$ cat config.mk
export PLATFORM = sky130hd
export DESIGN_NAME = cwm_divide
export DESIGN_NICKNAME = d
export VERILOG_FILES = /design/src/rtl/cwm_pkg.sv /design/src/rtl/cwm_divide.sv
export SDC_FILE = /design/constraint.sdc
export NUM_CORES = 2
export LEC_CHECK = 0
export BUFFER_PORTS_ARGS = -buffer_cell sky130_fd_sc_hd__buf_4
export CAP_MARGIN = 20
export CORE_MARGIN = 3
export CORE_UTILIZATION = 63
export DETAILED_ROUTE_END_ITERATION = 7
export PLACE_DENSITY = 0.9
export SYNTH_ARGS = -nofsm -noshare
export SYNTH_HDL_FRONTEND = slang
export SYNTH_SLANG_ARGS = --single-unit
export TNS_END_PERCENT = 100
$ cat constraint.sdc
create_clock -name clk -period 4.4 [get_ports clk]
set_clock_uncertainty 0.15 [all_clocks]
set_input_delay 0.22 -clock clk [delete_from_list [all_inputs] [get_ports clk]]
set_output_delay 0.22 -clock clk [all_outputs]
set_load 0.02 [all_outputs]
$ cat src/rtl/cwm_pkg.sv
package cwm_pkg;

    // Frame and field sizes
    localparam int MAX_DIM    = 4096;
    localparam int COORD_W    = 12;
    localparam int COLOR_W    = 24;
    localparam int FOCAL_W    = 24;
    localparam int DIM_W      = 13;
    localparam int CFG_IDX_W  = 2;
    localparam int CFG_DATA_W = 24;

    // Register indexes on the configuration port
    localparam logic [CFG_IDX_W-1:0] CFG_FOCAL  = 2'd0;
    localparam logic [CFG_IDX_W-1:0] CFG_WIDTH  = 2'd1;
    localparam logic [CFG_IDX_W-1:0] CFG_HEIGHT = 2'd2;

    // Register reset values
    localparam logic [FOCAL_W-1:0] FOCAL_RESET  = 24'd256000;
    localparam logic [DIM_W-1:0]   WIDTH_RESET  = 13'd640;
    localparam logic [DIM_W-1:0]   HEIGHT_RESET = 13'd480;

    // CORDIC arctangent: vector Q24, angle Q30 radians
    localparam int ITERATIONS    = 16;
    localparam int CORDIC_STAGES = ITERATIONS;
    localparam int V_W           = 44;
    localparam int Z_W           = 33;
    localparam int ATAN_W        = 30;
    localparam logic [ATAN_W-1:0] ATAN_Q30 [32] = '{
        30'd843314857, 30'd497837829, 30'd263043837, 30'd133525159,
        30'd67021687,  30'd33543516,  30'd16775851,  30'd8388437,
        30'd4194283,   30'd2097149,   30'd1048576,   30'd524288,
        30'd262144,    30'd131072,    30'd65536,     30'd32768,
        30'd16384,     30'd8192,      30'd4096,      30'd2048,
        30'd1024,      30'd512,       30'd256,       30'd128,
        30'd64,        30'd32,        30'd16,        30'd8,
        30'd4,         30'd2,         30'd1,         30'd1
    };

    // Radius: floor(sqrt(((dx << 8)^2 + F^2) << 12)), Q14
    localparam int SQ_SUM_W    = 49;
    localparam int SQRT_SHIFT  = 12;
    localparam int SQRT_IN_W   = 62;
    localparam int ROOT_W      = 31;
    localparam int SQRT_STAGES = ROOT_W;
    localparam int SQRT_REM_W  = 33;

    // Y offset: (F * |dy|) << 20 over the radius
    localparam int NUM_W      = FOCAL_W + COORD_W;
    localparam int NUM_SHIFT  = 20;
    localparam int NUM_FULL_W = NUM_W + NUM_SHIFT;
    localparam int QUO_W      = 26;
    localparam int DIV_STAGES = QUO_W;
    localparam int DIV_HI_W   = NUM_FULL_W - QUO_W;

    // Output placement
    localparam int X_FRAC = 38;
    localparam int Y_FRAC = 14;
    localparam int PROD_W = Z_W + FOCAL_W + 1;
    localparam int XV_W   = 59;
    localparam int YV_W   = 28;

    // Pipeline stage positions and delay-line depths, counted from the start transfer
    localparam int T_DIV_OUT      = 2 + SQRT_STAGES + DIV_STAGES;
    localparam int SIDE_DEPTH     = T_DIV_OUT;
    localparam int NUM_DEPTH      = SQRT_STAGES;
    localparam int X_SIDE_IDX     = CORDIC_STAGES + 1;
    localparam int XPOS_DEPTH     = T_DIV_OUT - CORDIC_STAGES - 2;
    localparam int RESULT_LATENCY = T_DIV_OUT + 1;

    // Per-item data that rides alongside the arithmetic
    typedef struct packed {
        logic [COLOR_W-1:0] color;
        logic               dx_neg;
        logic               dx_zero;
        logic               dy_neg;
    } side_t;

    // Limit a dimension register to [1, MAX_DIM]
    function automatic logic [DIM_W-1:0] eff_dim(input logic [DIM_W-1:0] d);
        logic [DIM_W-1:0] r;
        if (d > DIM_W'(MAX_DIM))
            r = DIM_W'(MAX_DIM);
        else if (d == '0)
            r = DIM_W'(1);
        else
            r = d;
        return r;
    endfunction

endpackage

$ cat src/rtl/cwm_divide.sv
module cwm_divide import cwm_pkg::*;
(
    input  logic                clk,
    input  logic                rst_n,
    input  logic                in_valid,
    input  logic [ROOT_W-1:0]   in_divisor,
    input  logic [ROOT_W-1:0]   in_hi,
    input  logic [QUO_W-1:0]    in_lo,
    output logic                out_valid,
    output logic [QUO_W-1:0]    out_quo
);

    logic              vld_in   [DIV_STAGES];
    logic [ROOT_W-1:0] d_in     [DIV_STAGES];
    logic [ROOT_W-1:0] rem_in   [DIV_STAGES];
    logic [QUO_W-1:0]  lo_in    [DIV_STAGES];
    logic [QUO_W-1:0]  q_in     [DIV_STAGES];
    logic [ROOT_W:0]   trial    [DIV_STAGES];
    logic [ROOT_W-1:0] rem_next [DIV_STAGES];
    logic [QUO_W-1:0]  q_next   [DIV_STAGES];

    logic              vld_reg  [DIV_STAGES];
    logic [ROOT_W-1:0] d_reg    [DIV_STAGES];
    logic [ROOT_W-1:0] rem_reg  [DIV_STAGES-1];
    logic [QUO_W-1:0]  lo_reg   [DIV_STAGES-1];
    logic [QUO_W-1:0]  q_reg    [DIV_STAGES];

    // Feed each stage from the one before it
    always_comb
    begin
        vld_in[0] = in_valid;
        d_in[0]   = in_divisor;
        rem_in[0] = in_hi;
        lo_in[0]  = in_lo;
        q_in[0]   = '0;
        for (int k = 1; k < DIV_STAGES; k++)
        begin
            vld_in[k] = vld_reg[k-1];
            d_in[k]   = d_reg[k-1];
            rem_in[k] = rem_reg[k-1];
            lo_in[k]  = lo_reg[k-1];
            q_in[k]   = q_reg[k-1];
        end
    end

    // Shift in one dividend bit, settle one quotient bit per stage
    always_comb
    begin
        for (int k = 0; k < DIV_STAGES; k++)
        begin
            trial[k] = {rem_in[k], lo_in[k][QUO_W-1-k]};
            if (trial[k] >= {1'b0, d_in[k]})
            begin
                rem_next[k] = ROOT_W'(trial[k] - {1'b0, d_in[k]});
                q_next[k]   = {q_in[k][QUO_W-2:0], 1'b1};
            end
            else
            begin
                rem_next[k] = trial[k][ROOT_W-1:0];
                q_next[k]   = {q_in[k][QUO_W-2:0], 1'b0};
            end
        end
    end

    // Advance valid bits
    always_ff @(posedge clk or negedge rst_n)
    begin
        if (!rst_n)
        begin
            for (int k = 0; k < DIV_STAGES; k++)
                vld_reg[k] <= 1'b0;
        end
        else
        begin
            for (int k = 0; k < DIV_STAGES; k++)
                vld_reg[k] <= vld_in[k];
        end
    end

    // Advance divisor, remainder, dividend tail and quotient
    always_ff @(posedge clk)
    begin
        for (int k = 0; k < DIV_STAGES - 1; k++)
        begin
            rem_reg[k] <= rem_next[k];
            lo_reg[k]  <= lo_in[k];
        end
        for (int k = 0; k < DIV_STAGES; k++)
        begin
            d_reg[k] <= d_in[k];
            q_reg[k] <= q_next[k];
        end
    end

    // A zero radius gives a zero offset
    assign out_valid = vld_reg[DIV_STAGES-1];
    assign out_quo   = (d_reg[DIV_STAGES-1] == '0) ? '0 : q_reg[DIV_STAGES-1];

endmodule

==> impl_results.md <==
- Nets: 11164
- CP required: about 5000 ps
- Most common cell after layout, fill and taps aside: dfxtp_1
- Peak VDD IR: 0.000494 V
- Synth Area in Simple Gates: 10.3%
- Final TNS setup: -647 ps
- Syn Area/Cell: between 9 and 10 um^2
- Met2 wire length: between 100 and 150 mm
- Pleak: 50.7 nW
- DIE AREA: 156000 um^2
- # port buffers: about 120
- Placed Area: 98600 um^2
- Fin worst setup slack: -97.1 ps
- FILL cells: 10120
- DRT Pass-1 Iters: 6
- Synth Area in Adders: 11.1%
- Layout area overhead: 14.2%
- Post-synthesis cell count: 9827
- Global-route wire length before repair: 365 mm
- 1st-iter DRT viols: 5208
- CTS clk-pin slew, worst paths: 60 ps
- Fin crit period: 4500 ps
- WL/cell: 18.2 um
- CTS tree: built
- Number of global-route vias before repair: 72205
- Critical R2R Capture: rem_reg[0][60]
- Actual slew at the worst max-slew pin: 1180 ps
- DRT antenna net count: 0
- Crit-path max FO: 32
- Slew headroom: 20.0%
- Largest family of logic cells by synthesized area: compound AO/OA/AOI/OAI gates
- Rows: 141
- Top FF cell, synth: dfxtp_1
- Status: complete, but fails checks
- Final setup fails: 15
- Fmax: 222 MHz
- Post-synth EDFFs: 0
- Total number of vias: a little over 70000
- Setup CP Type: input port to register
- Synth unique cells: 91
- Maxcap violations: 0
- Most frequent cells in the layout: dfxtp_1 (2257), inv_1 (1003), ha_1 (806)
- Pin count of the biggest net entering global routing: 63
- Largest register FFs: 806
- Final Hold Fails: 0
- Final GP Congestion: 0.988
- Yosys reg bits: roughly 2300
- Clock Latency Late Sink: 870 ps
- Total CTS buffers: 216
- Post-layout util: 73.0%
- Post-Syn Area: between 90000 and 100000 um^2
- Initial core utilization: 63.9%
- XOR/XNOR Fraction of Synth Area: between 5 and 6%
- Total GRT Usage: 28.4%
- PD cells: 847 nW/um^2
- Die width: between 300 and 400 um
- Vias/cell: 5.73
- Post-route cell area: 109000 um^2
- FFs w/ async S/R, synth: 1.14%
- Worst reg2reg startpoint: d_reg[0][1]
- Overflow left after global routing: 0
- Clock tree buffer depth: 3
- Crit start category: input port
- Seq/Total Area, Yosys: 48.2%
- Clock Sinks: 2283
- Placed cells: 11830
- Initial antenna violation count: 13
- # IOs: around 120
- Slack of the worst reg-to-reg path: 170 ps
- Compound-cell area share of the yosys netlist: 16.4%
- Crit path to: rem_reg[0][11]
- Mapped Nets: around 11000
- Met3 WL post-DR: 11.8 mm
- DPL Wire Length: ~160 mm
- H-Tree Depth: 4
- Layout cells sized above 1: 7.80%
- DRT Wirelength: between 200 and 250 mm
- Overall die height: 394 um
- Fin crit share: 102%
- Violated checks: setup timing
- Post-synthesis mux area share: between 3 and 4%
- DRT met1 WL: 88.5 mm
- Core Region: 149000 um^2
- Root Driver: clkbuf_16
- Critical path endpoint category: register
- Setup crit start: in_lo[25]
- CP arrival: about 5100 ps
- Ys Warns: 0
- Worst hold path class: register to register
- Drt drc: 0
- Uppermost layer routed: met5
- Cell Count, Final, Fillers Out: 12450
- Reg2Reg Depth: 13
- Slew Limit Fails: 0
==> area by class of cell <==
cell class,instances,area (um^2),share of cell area (%)
antenna,20,50.0,0.0461
clock buffer,314,6310,5.82
clock inverter,90,1510,1.39
inverter,1003,3760,3.47
multi-input combinational,6357,45000,41.5
sequential,2283,45800,42.2
tap,2002,2500,2.31
timing repair buffer,381,3540,3.26
==> Yosys cell counts, types with 18 or more instances <==
| cell type | instances | share of area [%] |
|---|---|---|
| dfxtp_1 | 2257 | 48 |
| and3_1 | 62 | 0.41 |
| clkbuf_1 | 147 | 0.58 |
| ha_1 | 806 | 11 |
| inv_1 | 1003 | 4.0 |
| a211oi_1 | 42 | 0.33 |
| xor2_1 | 272 | 2.5 |
| dfrtp_1 | 26 | 0.68 |
| o31a_1 | 27 | 0.25 |
| nand4_1 | 108 | 0.71 |
| buf_2 | 25 | 0.13 |
| o21a_1 | 105 | 0.83 |
| a211o_1 | 24 | 0.22 |
| o21bai_1 | 87 | 0.69 |
| a41oi_1 | 19 | 0.18 |
| a31oi_1 | 83 | 0.55 |
| nor3_1 | 116 | 0.61 |
| nand3_1 | 127 | 0.67 |
| and2_1 | 22 | 0.14 |
| nand2_1 | 720 | 2.8 |
| nor2_1 | 517 | 2.0 |
| nor4_1 | 19 | 0.13 |
| mux2_1 | 59 | 0.70 |
| a31o_2 | 18 | 0.17 |
| o31ai_1 | 69 | 0.54 |
| a21oi_1 | 725 | 3.8 |
| fa_1 | 25 | 0.53 |
| or2_2 | 27 | 0.18 |
| xnor2_1 | 376 | 3.5 |
| o21ai_0 | 610 | 3.2 |
| and4_1 | 24 | 0.22 |
| a21boi_0 | 33 | 0.26 |
| a21o_1 | 406 | 3.2 |
| mux2i_1 | 30 | 0.32 |
| a2111oi_0 | 22 | 0.20 |
| o211ai_1 | 24 | 0.19 |
| o21ai_1 | 87 | 0.46 |
| or3_1 | 26 | 0.17 |
| nand2b_1 | 129 | 0.85 |
| mux2_2 | 181 | 2.1 |
| nor2b_1 | 141 | 0.93 |
==> worst min-delay path by stage <==
| stage | start | endpoint | slack [ps] | cells past startpoint |
|---|---|---|---|---|
| 2_1_floorplan | rst_n | out_valid | -230 | 0 |
| 3_3_place_gp | rst_n | out_valid | -20 | 1 |
| 3_5_place_dp | rst_n | out_valid | -10 | 1 |
| 4_1_cts | in_hi[0] | rem_reg[0][1] | 30 | 4 |
| 5_1_grt | in_hi[0] | rem_reg[0][1] | 120 | 4 |
| 6_report | q_reg[0][213] | q_reg[0][240] | 140 | 0 |
==> routing by layer <==
layer	vias to the layer above	global-route usage [%]
li1	34657	-
met1	33470	31.7
met2	2515	52.2
met3	725	4.19
met4	6	14.7
met5	-	0
==> per-stage QoR <==
| stage | hold slack [ps] | power [mW] | setup slack [ps] |
|---|---|---|---|
| final | 139 | 91.9 | -97.1 |
| after global routing | 121 | 98.0 | -106 |
| after CTS | 34.8 | 91.3 | 289 |
| after detailed placement | -11.1 | 70.6 | 320 |
| after global placement | -24.3 | 69.1 | 396 |
| after floorplan | -226 | 60.8 | 927 |
==> kinds of logic after synthesis <==
| kind of cell | count (synthesis) |
|---|---|
| compound gates | 2517 |
| flops | 2283 |
| simple gates | 2090 |
| buf+inv | 1187 |
| fa+ha+maj | 831 |
| xor+xnor | 648 |
| mux | 271 |
==> repair_timing <==
action / in CTS / in global routing
gates resized for setup: 0 / 5
endpoints found under the setup margin: 0 / 15
endpoints found under the hold margin: 115 / 0
setup buffers: 0 / 0
hold buffers: 195 / 0
==> critical path: stages <==
cell           delay (ps)
dlygate4sd3_1         550
buf_4                 130
inv_1                  90
ha_1                  200
fa_1                  230
nor2b_1                90
o211ai_1              280
a31o_2                250
a21oi_1               120
nor2_1                290
o21ai_2               140
a311oi_1              720
a21oi_1               210
o21ai_1               200
nand3_1               160
buf_8                 260
mux2_2                340
dlygate4sd3_1         570
==> report_power, final <==
group | internal (mW) | switching [mW]
registers | 27.0 | 3.43
logic | 18.4 | 23.4
clock network | 11.6 | 8.17
total | 57.0 | 35.0
Note: power is estimated with default switching activity, not from simulation.
